[config.mk]
export PLATFORM = sky130hd
export DESIGN_NAME = i2c_eeprom_byte_access_master_top
export DESIGN_NICKNAME = d
export VERILOG_FILES = /design/src/rtl/i2cee_pkg.sv /design/src/rtl/i2cee_fsm.sv /design/src/rtl/i2c_eeprom_byte_access_master_top.sv
export SDC_FILE = /design/constraint.sdc
export NUM_CORES = 1
export LEC_CHECK = 0
export BUFFER_PORTS_ARGS = -buffer_cell sky130_fd_sc_hd__buf_4
export CORE_ASPECT_RATIO = 1.1
export CORE_MARGIN = 1
export CORE_UTILIZATION = 52
export DETAILED_ROUTE_END_ITERATION = 8
export HOLD_SLACK_MARGIN = 0.02
export PLACE_DENSITY = 0.79
export SYNTH_ARGS = -nofsm -noshare
export SYNTH_HDL_FRONTEND = slang
export SYNTH_SLANG_ARGS = --single-unit
[constraint.sdc]
create_clock -name clk -period 4.15 [get_ports clk]
set_input_delay 1.0375 -clock clk [delete_from_list [all_inputs] [get_ports clk]]
set_output_delay 1.0375 -clock clk [all_outputs]
set_load 0.01 [all_outputs]
[src/rtl/i2cee_pkg.sv]
package i2cee_pkg;

    // Register reset value
    localparam logic [7:0] HALF_PERIOD_RESET = 8'd5;

    // Transaction phases
    localparam logic [4:0] PH_IDLE   = 5'd0;
    localparam logic [4:0] PH_START  = 5'd1;
    localparam logic [4:0] PH_RSTART = 5'd2;
    localparam logic [4:0] PH_ADDRW  = 5'd3;
    localparam logic [4:0] PH_ACK1   = 5'd4;
    localparam logic [4:0] PH_WORD   = 5'd5;
    localparam logic [4:0] PH_ACK2   = 5'd6;
    localparam logic [4:0] PH_DATA   = 5'd7;
    localparam logic [4:0] PH_ACK3   = 5'd8;
    localparam logic [4:0] PH_ADDRR  = 5'd9;
    localparam logic [4:0] PH_ACK4   = 5'd10;
    localparam logic [4:0] PH_READ   = 5'd11;
    localparam logic [4:0] PH_NACK   = 5'd12;
    localparam logic [4:0] PH_STOP   = 5'd13;

    // Operation codes
    localparam logic OP_WRITE = 1'b0;
    localparam logic OP_READ  = 1'b1;

    // Stream widths
    localparam int IN_TDATA_W  = 32;
    localparam int OUT_TDATA_W = 16;

    // One tick of input
    typedef struct packed {
        logic       sda_in;
        logic [7:0] write_data;
        logic [7:0] word_address;
        logic [6:0] device_address;
        logic       operation;
        logic       start_request;
    } i2cee_req_t;

    // One tick of result
    typedef struct packed {
        logic [7:0] read_data;
        logic       done_res;
        logic       waiting_ack;
        logic       busy_res;
        logic       sda_release;
        logic       scl_level;
    } i2cee_res_t;

endpackage

[src/rtl/i2cee_fsm.sv]
module i2cee_fsm (
    input  logic                   clk,
    input  logic                   rst_n,
    input  logic                   step,
    input  i2cee_pkg::i2cee_req_t  req,
    input  logic [7:0]             half_period,
    output i2cee_pkg::i2cee_res_t  res
);

    logic [4:0] phase_reg, phase_next;
    logic [1:0] seg_reg, seg_next;
    logic [7:0] tick_reg, tick_next;
    logic [2:0] bit_reg, bit_next;
    logic [7:0] shift_reg, shift_next;
    logic       lat_op_reg, lat_op_next;
    logic [6:0] lat_dev_reg, lat_dev_next;
    logic [7:0] lat_word_reg, lat_word_next;
    logic [7:0] lat_data_reg, lat_data_next;
    logic [7:0] rx_reg, rx_next;

    logic [7:0] h;
    logic       seg_end;
    logic [4:0] ph;
    logic       scl, sda, busy, wt, done;
    logic [7:0] rx_shift;

    // Bus levels from the current state, then the next state for this tick
    always_comb
    begin
        h        = (half_period == 8'd0) ? 8'd1 : half_period;
        seg_end  = ({1'b0, tick_reg} + 9'd1) >= {1'b0, h};
        ph       = (phase_reg > i2cee_pkg::PH_STOP) ? i2cee_pkg::PH_IDLE : phase_reg;
        rx_shift = {shift_reg[6:0], req.sda_in};

        scl  = 1'b1;
        sda  = 1'b1;
        busy = 1'b1;
        wt   = 1'b0;
        done = 1'b0;

        case (ph)
            i2cee_pkg::PH_IDLE:
            begin
                busy = 1'b0;
            end
            i2cee_pkg::PH_START, i2cee_pkg::PH_RSTART:
            begin
                scl = (seg_reg == 2'd1) || (seg_reg == 2'd2);
                sda = (seg_reg <= 2'd1);
            end
            i2cee_pkg::PH_ADDRW, i2cee_pkg::PH_WORD,
            i2cee_pkg::PH_DATA, i2cee_pkg::PH_ADDRR:
            begin
                scl = seg_reg[0];
                sda = shift_reg[7];
            end
            i2cee_pkg::PH_ACK1, i2cee_pkg::PH_ACK2,
            i2cee_pkg::PH_ACK3, i2cee_pkg::PH_ACK4:
            begin
                scl = seg_reg[0];
                wt  = seg_reg[0];
            end
            i2cee_pkg::PH_READ, i2cee_pkg::PH_NACK:
            begin
                scl = seg_reg[0];
            end
            default:
            begin
                // STOP
                scl = (seg_reg >= 2'd1);
                sda = (seg_reg == 2'd2);
            end
        endcase

        phase_next    = ph;
        seg_next      = seg_reg;
        tick_next     = tick_reg;
        bit_next      = bit_reg;
        shift_next    = shift_reg;
        lat_op_next   = lat_op_reg;
        lat_dev_next  = lat_dev_reg;
        lat_word_next = lat_word_reg;
        lat_data_next = lat_data_reg;
        rx_next       = rx_reg;

        if (ph == i2cee_pkg::PH_IDLE)
        begin
            if (req.start_request)
            begin
                lat_op_next   = req.operation;
                lat_dev_next  = req.device_address;
                lat_word_next = req.word_address;
                lat_data_next = req.write_data;
                phase_next    = i2cee_pkg::PH_START;
                seg_next      = 2'd1;
                tick_next     = 8'd0;
            end
        end
        else if (!seg_end)
        begin
            tick_next = tick_reg + 8'd1;
        end
        else if (wt && req.sda_in)
        begin
            // no ACK yet: SCL stays high
        end
        else
        begin
            tick_next = 8'd0;
            case (ph)
                i2cee_pkg::PH_START, i2cee_pkg::PH_RSTART:
                begin
                    if (seg_reg < 2'd3)
                        seg_next = seg_reg + 2'd1;
                    else
                    begin
                        seg_next   = 2'd0;
                        bit_next   = 3'd0;
                        phase_next = (ph == i2cee_pkg::PH_START) ?
                                     i2cee_pkg::PH_ADDRW : i2cee_pkg::PH_ADDRR;
                        shift_next = {lat_dev_reg, ph == i2cee_pkg::PH_RSTART};
                    end
                end
                i2cee_pkg::PH_ADDRW, i2cee_pkg::PH_WORD,
                i2cee_pkg::PH_DATA, i2cee_pkg::PH_ADDRR:
                begin
                    if (seg_reg == 2'd0)
                        seg_next = 2'd1;
                    else
                    begin
                        shift_next = {shift_reg[6:0], 1'b0};
                        seg_next   = 2'd0;
                        bit_next   = bit_reg + 3'd1;
                        if (bit_reg == 3'd7)
                            phase_next = ph + 5'd1;
                    end
                end
                i2cee_pkg::PH_ACK1, i2cee_pkg::PH_ACK2,
                i2cee_pkg::PH_ACK3, i2cee_pkg::PH_ACK4:
                begin
                    if (seg_reg == 2'd0)
                        seg_next = 2'd1;
                    else
                    begin
                        seg_next = 2'd0;
                        bit_next = 3'd0;
                        case (ph)
                            i2cee_pkg::PH_ACK1:
                            begin
                                phase_next = i2cee_pkg::PH_WORD;
                                shift_next = lat_word_reg;
                            end
                            i2cee_pkg::PH_ACK2:
                            begin
                                if (lat_op_reg == i2cee_pkg::OP_READ)
                                begin
                                    phase_next = i2cee_pkg::PH_RSTART;
                                    shift_next = 8'd0;
                                end
                                else
                                begin
                                    phase_next = i2cee_pkg::PH_DATA;
                                    shift_next = lat_data_reg;
                                end
                            end
                            i2cee_pkg::PH_ACK3:
                            begin
                                phase_next = i2cee_pkg::PH_STOP;
                                shift_next = 8'd0;
                            end
                            default:
                            begin
                                phase_next = i2cee_pkg::PH_READ;
                                shift_next = 8'd0;
                            end
                        endcase
                    end
                end
                i2cee_pkg::PH_READ:
                begin
                    if (seg_reg == 2'd0)
                        seg_next = 2'd1;
                    else
                    begin
                        seg_next = 2'd0;
                        if (bit_reg == 3'd7)
                        begin
                            rx_next    = rx_shift;
                            phase_next = i2cee_pkg::PH_NACK;
                            shift_next = 8'd0;
                            bit_next   = 3'd0;
                        end
                        else
                        begin
                            shift_next = rx_shift;
                            bit_next   = bit_reg + 3'd1;
                        end
                    end
                end
                i2cee_pkg::PH_NACK:
                begin
                    if (seg_reg == 2'd0)
                        seg_next = 2'd1;
                    else
                    begin
                        seg_next   = 2'd0;
                        bit_next   = 3'd0;
                        shift_next = 8'd0;
                        phase_next = i2cee_pkg::PH_STOP;
                    end
                end
                default:
                begin
                    // STOP
                    if (seg_reg < 2'd2)
                        seg_next = seg_reg + 2'd1;
                    else
                    begin
                        done       = 1'b1;
                        seg_next   = 2'd0;
                        bit_next   = 3'd0;
                        shift_next = 8'd0;
                        phase_next = i2cee_pkg::PH_IDLE;
                    end
                end
            endcase
        end

        res.scl_level   = scl;
        res.sda_release = sda;
        res.busy_res    = busy;
        res.waiting_ack = wt;
        res.done_res    = done;
        res.read_data   = rx_next;
    end

    // State registers, advanced once per accepted item
    always_ff @(posedge clk or negedge rst_n)
    begin
        if (!rst_n)
        begin
            phase_reg    <= i2cee_pkg::PH_IDLE;
            seg_reg      <= 2'd0;
            tick_reg     <= 8'd0;
            bit_reg      <= 3'd0;
            shift_reg    <= 8'd0;
            lat_op_reg   <= 1'b0;
            lat_dev_reg  <= 7'd0;
            lat_word_reg <= 8'd0;
            lat_data_reg <= 8'd0;
            rx_reg       <= 8'd0;
        end
        else if (step)
        begin
            phase_reg    <= phase_next;
            seg_reg      <= seg_next;
            tick_reg     <= tick_next;
            bit_reg      <= bit_next;
            shift_reg    <= shift_next;
            lat_op_reg   <= lat_op_next;
            lat_dev_reg  <= lat_dev_next;
            lat_word_reg <= lat_word_next;
            lat_data_reg <= lat_data_next;
            rx_reg       <= rx_next;
        end
    end

    // Checks
    a_phase_known: assert property (@(posedge clk) disable iff (!rst_n)
        phase_reg <= i2cee_pkg::PH_STOP)
        else $error("phase left the known range");

    a_done_to_idle: assert property (@(posedge clk) disable iff (!rst_n)
        (step && res.done_res) |=> (phase_reg == i2cee_pkg::PH_IDLE))
        else $error("STOP finished but not idle");

    a_ack_hold: assert property (@(posedge clk) disable iff (!rst_n)
        (step && res.waiting_ack && req.sda_in) |=> (phase_reg == $past(phase_reg)))
        else $error("ACK clock ended without ACK");

    a_idle_bits: assert property (@(posedge clk) disable iff (!rst_n)
        (phase_reg == i2cee_pkg::PH_IDLE) |-> (bit_reg == 3'd0))
        else $error("bit index not cleared in idle");

endmodule

[src/rtl/i2c_eeprom_byte_access_master_top.sv]
// A result item is registered and appears on the master side in the cycle after its input item is taken.
// Throughput: one item per cycle while the master side is ready; the output register decouples the two sides.
// Each input item is one bus timing tick of the transaction state machine.
// Reset (rst_n, async, active low): idle bus, half period 5, read_data zero, no result pending.
module i2c_eeprom_byte_access_master_top (
    input  logic                               clk,
    input  logic                               rst_n,
    // tdata: start_request[0], operation[1], device_address[8:2], word_address[16:9],
    //        write_data[24:17], sda_in[25], zero[31:26]
    input  logic [i2cee_pkg::IN_TDATA_W-1:0]   s_tdata,
    input  logic                               s_tvalid,
    output logic                               s_tready,
    // tdata: scl_level[0], sda_release[1], busy_res[2], waiting_ack[3], done_res[4],
    //        read_data[12:5], zero[15:13]
    output logic [i2cee_pkg::OUT_TDATA_W-1:0]  m_tdata,
    output logic                               m_tvalid,
    input  logic                               m_tready,
    // half_period_ticks write
    input  logic [7:0]                         cfg_data,
    input  logic                               cfg_valid,
    output logic                               cfg_ready
);

    i2cee_pkg::i2cee_req_t req;
    i2cee_pkg::i2cee_res_t res;
    i2cee_pkg::i2cee_res_t out_reg;
    logic                  m_tvalid_reg;
    logic [7:0]            half_period_reg;
    logic                  step;

    // Input unpack and handshake
    assign req      = s_tdata[$bits(i2cee_pkg::i2cee_req_t)-1:0];
    assign s_tready = !m_tvalid_reg || m_tready;
    assign step     = s_tvalid && s_tready;

    // Configuration register
    assign cfg_ready = 1'b1;

    always_ff @(posedge clk or negedge rst_n)
    begin
        if (!rst_n)
            half_period_reg <= i2cee_pkg::HALF_PERIOD_RESET;
        else if (cfg_valid && cfg_ready)
            half_period_reg <= cfg_data;
    end

    i2cee_fsm u_fsm (
        .clk         (clk),
        .rst_n       (rst_n),
        .step        (step),
        .req         (req),
        .half_period (half_period_reg),
        .res         (res)
    );

    // Output register
    always_ff @(posedge clk or negedge rst_n)
    begin
        if (!rst_n)
            m_tvalid_reg <= 1'b0;
        else if (step)
            m_tvalid_reg <= 1'b1;
        else if (m_tready)
            m_tvalid_reg <= 1'b0;
    end

    always_ff @(posedge clk)
    begin
        if (step)
            out_reg <= res;
    end

    assign m_tvalid = m_tvalid_reg;
    assign m_tdata  = {{(i2cee_pkg::OUT_TDATA_W - $bits(i2cee_pkg::i2cee_res_t)){1'b0}},
                       out_reg};

endmodule

==> results.tsv, run 1 <==
metric	value	unit
outcome	complete, no violations	
power_leakage	2.46	nW
synthFlopType	dfrtp_1	
portBuffers	53	
final_area	5390	µm²
relSlewSlack	0.441	
cts_tree	done	
n_antenna_cell	0	
drt-initial-drc-count	349	
avgSynthCellArea	11.1	µm²
ys_warn_count	0	
core_area	8540	µm²
clk_pin_slew	90	ps
crit_path_end_kind	flop	
postRouteWirelength	10.8	mm
cap_viol_max_count	0	
worstPathArrival	3820	ps
grt_pass1_wl	17.7	mm
drive_gt1_frac	0.320	
synth_top_cell_by_area	dfrtp_1	
final_common_cell	dfrtp_1	
viasPerCell	6.06	
hpwl	7.80	mm
cts.sinks	80	
seqCellArea	2070	µm²
ys_seq_elements	80	
p_per_area	624	nW/µm²
met1_usage	0.326	
path_class	flop to flop	
tightest_slew	838	ps
multi_input_comb_area	2370	µm²
fill_cells	683	
largest_reg_flops	13	
yosysTopAreaCellShare	0.348	
rsz0062_at_grt	no	
clock_latency	360	ps
fin_nets	544	
hp-class	flop to flop	
antenna_found_initial	0	
drtPass1Iterations	7	
min_period	3570	ps
syn_inst	422	
met2_usage	0.397	
most-common-layout-cells	dfrtp_1, buf_4, mux2_2	
yosysSeqAreaShare	0.442	
dieWidth	92.4	µm
fmax	280	MHz
die_h	101	µm
area_growth	15.2	%
grt-ovfl-total	0	
setup_tns	0	ps
drc	0	
grt_pass1_vias	3516	
finalSetupViolCount	0	
ir_drop	0.291	mV
cts_hold_buf	0	
grt.busiest_layer	met2	
finalClockSkew	13.1	ps
worstHoldPathCells	1	
rows	35	
start_util	0.548	
wire_per_inst	18.1	µm
place_area	5170	µm²
slowest_delay	460	ps
ant_nets	0	
worst_ep_required_time	4390	ps
crit_fanout	11	
io_pins	64	
synth_area	4680	µm²
cp_slowest_cell	dfrtp_1	
dieArea	9380	µm²
crit_chain	and3_1 -> nor3b_2 -> inv_1 -> ha_1 -> nor3_1 -> nor3_2 -> or2_4 -> a221oi_2 -> nand4_1 -> buf_4 -> mux2_4	
cts_buffers	9	
synth_edf_count	13	
synthTopCellsByArea	dfrtp_1, mux2_2, edfxtp_1	
cp-start-kind	flop	
maxSlewViolCount	0	
final-hold-violation-count	0	
grt_start_max_net_pins	68	
clock_path_buffers	2	
cts_setup_buffers	0	
r2r_cells	11	
track_usage	0.246	
vias	3596	
place_congestion	0.879	
finalCritPeriodShare	0.861	
clockRootBuffer	clkbuf_8	
met3_usage	0.0405	
synth.distinct_cells	76	
h-tree-depth	3	
async_flop_share	0.838	
-- Yosys cell counts (6+ instances only) --
cell type,count
a211oi_1,6
a21oi_1,9
a222oi_1,8
buf_2,6
clkbuf_1,7
dfrtp_1,65
edfxtp_1,13
ha_1,22
inv_1,30
mux2_2,43
mux2_4,11
nand2_1,27
nand2b_1,7
nand3_1,6
nor2_1,19
nor3_1,6
o21ai_0,22
-- routing by layer --
metal | routed length [µm] | share of wire
met3 | 649 | 0.060
met1 | 4510 | 0.42
met4 | 355 | 0.033
met5 | 0 | 0
met2 | 5240 | 0.49
-- repair_timing --
action | 4_1_cts | 5_1_grt
endpoints found under the setup margin | 0 | 1
hold endpoints to repair | 0 | 0
resized for setup | 0 | 1
-- critical path: cells and delay by family, from the launching register on --
family	cells	cell delay (ps)
AO/OA/AOI/OAI	1	230
adder cells (fa/ha/maj)	1	380
buffers and inverters	2	420
flip-flops	1	460
multiplexers	1	310
AND/OR/NAND/NOR	6	1640
-- logic make-up after synthesis --
logic type | synth area share
xor gates and xnor gates | 0.0147
muxes | 0.145
buffers and inverters | 0.0546
adders and majority gates | 0.0588
DFF | 0.442
other | 0.00161
and+or+nand+nor | 0.128
AOI/OAI and AO/OA | 0.155
-- stage by stage --
stage / power (mW) / utilization / std cells / hold WS, ps / setup slack, ps
global route: 3.58 / 0.631 / 593 / 533 / 282
CTS: 3.34 / 0.631 / 593 / 516 / 327
detailed placement: 2.72 / 0.606 / 577 / 495 / 341
global placement: 2.68 / 0.606 / 577 / 481 / 363
finish: 3.36 / 0.631 / 593 / 513 / 576
floorplan: 2.29 / - / 424 / 461 / 749
-- final timing paths --
check,from,end,slack [ps]
worst max-delay path,u_fsm.phase_reg[1]$_DFFE_PN0P_,u_fsm.shift_reg[6]$_DFFE_PN0P_,580
worst min-delay path,u_fsm.rx_reg[0]$_DFFE_PN0P_,u_fsm.rx_reg[0]$_DFFE_PN0P_,510
worst max register to register,u_fsm.phase_reg[1]$_DFFE_PN0P_,u_fsm.shift_reg[6]$_DFFE_PN0P_,580
worst min register to register,u_fsm.rx_reg[0]$_DFFE_PN0P_,u_fsm.rx_reg[0]$_DFFE_PN0P_,510
max in group asynchronous,rst_n,m_tvalid$_DFFE_PN0P_,2820
min in group asynchronous,rst_n,half_period_reg[7]$_DFFE_PN0P_,770
-- power breakdown --
part / switching (mW) / internal, mW
clock: 0.319 / 0.290
sequential: 0.145 / 1.02
combinational: 0.924 / 0.668
-- final cells by class --
class | count | area share
timing repair buffer | 64 | 0.0891
tap | 111 | 0.0258
clock inverter | 7 | 0.0165
inverter | 31 | 0.0216
multi-input combinational | 291 | 0.440
clock buffer | 9 | 0.0230
sequential | 80 | 0.384
No activity file was read; power rests on OpenSTA's default activity.
==> run 2: changes to the inputs <==
CORE_ASPECT_RATIO = default   (was 1.1)
==> run 2 against run 1 <==
Final cell count shrank 0.67%. Setup slack worse by 190 ps. Clock skew decreased by 2.7 ps. Clock-buffer cell count stayed put. Wire length fell by 0.99%. Combinational power about the same. Critical endpoint is now u_fsm.shift_reg[4]$_DFFE_PN0P_.
==> results.tsv, run 2 (synthesis gave the netlist of run 1 again) <==
metric	value	unit	change
clock_path_buffers	2		unchanged
power_leakage	2.46	nW	-0.34%
dieWidth	96.9	µm	+4.8%
worst_ep_required_time	4400	ps	about the same
grt_pass1_wl	17.7	mm	-0.35%
post-place-ws	200	ps	-141 ps
cts_tree	done		
wire_per_inst	18.1	µm	-0.31%
antenna_found_initial	0		unchanged
tightest_slew	842	ps	+3.83 ps
cp_slowest_cell	o22a_1		
setup_tns	0	ps	unchanged
setup_slack	382	ps	-194 ps
cts.sinks	80		unchanged
crit_path_end_kind	flop		
postRouteWirelength	10.6	mm	-0.99%
drc	0		unchanged
min_period	3770	ps	+194 ps
p_total	3.35	mW	-0.48%
grt_pass1_vias	3492		-0.68%
place_congestion	0.932		+6.1%
rows	34		-2.9%
track_usage	0.238		-0.00822
crit_fanout	18		+7
viasPerCell	6.11		+0.74%
hp-class	flop to flop		
h-tree-depth	3		unchanged
ant_nets	0		unchanged
n_antenna_cell	0		unchanged
finalSetupViolCount	0		unchanged
finalCritPeriodShare	0.908		+0.0467
cts_setup_buffers	0		unchanged
p_per_area	623	nW/µm²	about the same
hpwl	7.46	mm	-4.3%
fin_nets	543		-0.18%
drive_gt1_frac	0.316		-0.00349
die_h	96.9	µm	-4.6%
cp-start-kind	flop		
ir_drop	0.317	mV	+8.9%
final-hold-violation-count	0		unchanged
portBuffers	53		unchanged
area_growth	14.8	%	
vias	3598		+0.056%
grt-ovfl-total	0		unchanged
relSlewSlack	0.439		-0.00255
postLayoutCoreUtil	0.616		-0.0156
critical-path-top-delay-family	simple AND/OR/NAND/NOR gates		
dieArea	9380	µm²	about the same
clk_pin_slew	90	ps	about the same
post_cts_resized	0		unchanged
most-common-layout-cells	dfrtp_1, buf_4, mux2_2		
rsz0062_at_grt	no		
final_common_cell	dfrtp_1		
maxSlewViolCount	0		unchanged
path_class	flop to flop		
cts_hold_buf	0		unchanged
largest_reg_flops	13		unchanged
slowest_delay	540	ps	+80 ps
core_area	8720	µm²	+2.1%
cts_buffers	9		unchanged
worstPathArrival	4020	ps	+200 ps
drt-initial-drc-count	277		-21%
cap_viol_max_count	0		unchanged
io_pins	64		unchanged
worst-path-buf-inv	2		unchanged
finalClockSkew	10.4	ps	-2.68 ps
clockRootBuffer	clkbuf_8		
clock_latency	360	ps	about the same
fmax	265	MHz	-5.1%
grt_start_max_net_pins	68		unchanged
start_util	0.536		-0.0114
outcome	complete, no violations		
crit_chain	and3_1 -> nor3b_2 -> inv_1 -> ha_1 -> o22a_1 -> nor4_2 -> a221oi_2 -> nand4_1 -> buf_4 -> mux2_2		
drtPass1Iterations	7		unchanged
## run 2: final cells by class
type                    instances  area (µm²)
clock buffers                   9         124
fillers                       686        3350
flip-flops and latches         80        2070
clock inverters                 7        78.8
multi-input cells             291        2370
well taps                     108         135
inverters                      31         116
repair buffers                 63         473
## run 2: power by group
part | internal [mW] | total, mW | switching (mW)
logic | 0.663 | 1.59 | 0.923
clock network | 0.284 | 0.600 | 0.315
registers | 1.02 | 1.16 | 0.144
## run 2: worst paths after layout
kind                                                 from                        endpoint  slack (ps)  cells after the start
min in group asynchronous                           rst_n     u_fsm.rx_reg[2]$_DFFE_PN0P_         770                      1
hold reg to reg              u_fsm.lat_op_reg$_DFFE_PN0P_    u_fsm.lat_op_reg$_DFFE_PN0P_         510                      1
max in group asynchronous                           rst_n   u_fsm.tick_reg[5]$_DFFE_PN0P_        2820                      1
setup reg to reg           u_fsm.phase_reg[1]$_DFFE_PN0P_  u_fsm.shift_reg[4]$_DFFE_PN0P_         380                     10
setup / recovery           u_fsm.phase_reg[1]$_DFFE_PN0P_  u_fsm.shift_reg[4]$_DFFE_PN0P_         380                     10
hold / removal               u_fsm.lat_op_reg$_DFFE_PN0P_    u_fsm.lat_op_reg$_DFFE_PN0P_         510                      1
## run 2: worst reg2reg max path, delay by kind of cell, from the launching register on
kind | cells | cell delay (ps)
and+or+nand+nor | 4 | 1380
AOI/OAI and AO/OA | 2 | 610
DFF | 1 | 480
buffers and inverters | 2 | 450
adders and majority gates | 1 | 380
muxes | 1 | 370
## run 2: routing by layer
metal	vias to the layer above	global-route usage	wire (µm)
li1	1670	-	-
met1	1741	0.325	4580
met2	162	0.366	5040
met3	25	0.0513	753
met4	0	0.0987	272
met5	-	0	0
## run 2: stage by stage
stage / hold slack (ps) / instances / instance area (µm²)
5_1_grt: 531 / 589 / 5370
3_3_place_gp: 485 / 573 / 5160
2_1_floorplan: 461 / 424 / 4690
6_report: 512 / 589 / 5370
4_1_cts: 517 / 589 / 5360
3_5_place_dp: 495 / 573 / 5160
==> run 3: changes to the inputs <==
PLACE_DENSITY = 0.73   (was 0.79)
==> run 3 against run 2 <==
Setup slack gained 110 ps. Core utilization increased by 0.34 points. Final cell count up 0.34%. Final area rose by 0.56%. Sequential share of layout area is 0.21 points lower. Maximum frequency rose by 3.1%. Critical endpoint is now u_fsm.phase_reg[0]$_DFFE_PN0P_. Highest routed layer unchanged.
==> results.tsv, run 3 (synthesis gave the netlist of run 1 again) <==
metric	value	unit	change
crit_chain	and3_1 -> nor3b_2 -> inv_1 -> ha_1 -> nor3_1 -> nor3_2 -> nor3_1 -> nor2_1 -> a2111oi_0 -> o21ai_1		
start_util	0.536		unchanged
area_growth	15.4	%	
finalSetupViolCount	0		unchanged
viasPerCell	6.07		-0.70%
hpwl	7.56	mm	+1.2%
drt-initial-drc-count	288		+4.0%
cts_buffers	9		unchanged
rsz0062_at_grt	no		
tightest_slew	849	ps	+6.81 ps
grt_pass1_vias	3411		-2.3%
cp-start-kind	flop		
fmax	274	MHz	+3.1%
core_area	8720	µm²	unchanged
cts_tree	done		
relSlewSlack	0.434		-0.00454
power.share.switching	0.398		-0.0148
clk_pin_slew	80	ps	about the same
clockRootBuffer	clkbuf_8		
die_h	96.9	µm	unchanged
whs	511	ps	-0.851 ps
grt_pass1_wl	17.5	mm	-1.1%
drive_gt1_frac	0.319		+0.00283
hp-class	flop to flop		
setup_tns	0	ps	unchanged
vias	3585		-0.36%
n_antenna_cell	0		unchanged
drtPass1Iterations	6		-1
ant_nets	0		unchanged
ir_drop	0.297	mV	-6.4%
finalCritPeriodShare	0.881		-0.0271
worstPathArrival	3870	ps	-150 ps
outcome	complete, no violations		
internal_power	2.03	mW	+3.5%
maxSlewViolCount	0		unchanged
dieArea	9380	µm²	unchanged
rows	34		unchanged
crit_path_end_kind	flop		
postRouteWirelength	10.5	mm	-1.1%
h-tree-depth	3		unchanged
fin_nets	545		+0.37%
p_per_area	626	nW/µm²	+0.43%
cpMostUsedCell	nor3_1		
clock_path_buffers	2		unchanged
p_seq_frac	0.344		-0.003
dieWidth	96.9	µm	unchanged
slowest_delay	570	ps	+30 ps
drc	0		unchanged
switchingPower	1.35	mW	-2.6%
clock_latency	350	ps	about the same
most-common-layout-cells	dfrtp_1, buf_4, mux2_2		
track_usage	0.232		-0.00512
power_frac_comb	0.466		-0.008
cp_slowest_cell	a2111oi_0		
io_pins	64		unchanged
portBuffers	53		unchanged
wire_per_inst	17.8	µm	-1.5%
worst_ep_required_time	4360	ps	-40 ps
fill_cells	707		+3.1%
clockPowerShare	0.190		+0.011
path_class	flop to flop		
final-hold-violation-count	0		unchanged
grt_start_max_net_pins	68		unchanged
power_leakage	2.47	nW	+0.74%
cts_hold_buf	0		unchanged
largest_reg_flops	13		unchanged
r2r_cells	10		unchanged
crit_fanout	10		-8
seqCellArea	2070	µm²	unchanged
multi_input_comb_area	2370	µm²	unchanged
cts.sinks	80		unchanged
antenna_found_initial	0		unchanged
min_period	3660	ps	-112 ps
worstHoldPathCells	1		unchanged
place_congestion	0.957		+2.6%
cap_viol_max_count	0		unchanged
grt-ovfl-total	0		unchanged
finalClockSkew	10.6	ps	+0.174 ps
## run 3: cell count changes in the layout (fill, tap and decap cells not counted), sizes merged
cell and delta:
buf +2, bufinv +1, clkbuf +1, clkinv -2
## run 3: power by group through the flow
stage               sequential [mW]  clock [mW]  combinational [mW]
global route                   1.19       0.687                1.71
detailed placement             1.17           0                1.54
CTS                            1.16       0.657                1.55
global placement               1.16           0                1.51
floorplan                      1.14           0                1.14
finish                         1.16       0.643                1.58
## run 3: critical path, delay by kind of cell (launching register included)
family                     cells  cell delay [ps]
adders and majority gates      1              400
and+or+nand+nor                6             1690
DFF                            1              470
AOI/OAI and AO/OA              2              710
buffers and inverters          1              240
## run 3: cell type report
type	instances	share of cell area
clock buffer	10	0.0236
clock inverter	6	0.0167
inverter	31	0.0216
multi-input combinational	291	0.439
sequential	80	0.383
tap	108	0.0250
timing repair buffer	65	0.0904
## run 3: final timing paths
path	from	endpoint	slack, ps
setup / recovery	u_fsm.phase_reg[1]$_DFFE_PN0P_	u_fsm.phase_reg[0]$_DFFE_PN0P_	490
hold / removal	u_fsm.rx_reg[1]$_DFFE_PN0P_	u_fsm.rx_reg[1]$_DFFE_PN0P_	510
setup reg to reg	u_fsm.phase_reg[1]$_DFFE_PN0P_	u_fsm.phase_reg[0]$_DFFE_PN0P_	490
hold reg to reg	u_fsm.rx_reg[1]$_DFFE_PN0P_	u_fsm.rx_reg[1]$_DFFE_PN0P_	510
max in group asynchronous	rst_n	u_fsm.phase_reg[2]$_DFFE_PN0P_	2800
min in group asynchronous	rst_n	u_fsm.rx_reg[4]$_DFFE_PN0P_	780
## run 3: repair_timing
item	in CTS	in global routing
endpoints found under the setup margin	0	1
resized for setup	0	1
buffers inserted	0	0
## run 3: per-stage QoR
step	utilization	area, µm²	power [mW]	cells	worst slack, ps
floorplan	-	4690	2.29	424	749
global placement	0.594	5180	2.67	575	359
detailed placement	0.594	5180	2.72	575	313
CTS	0.619	5390	3.36	591	299
global route	0.619	5400	3.59	591	255
finish	0.619	5400	3.38	591	495
## run 3: routing by layer
layer  track usage  vias up  part of all wire
met5             0        -                 0
met4        0.0643        0             0.012
met3        0.0318       13             0.053
met2         0.369      130              0.48
met1         0.333     1765              0.46
li1              -     1677                 -
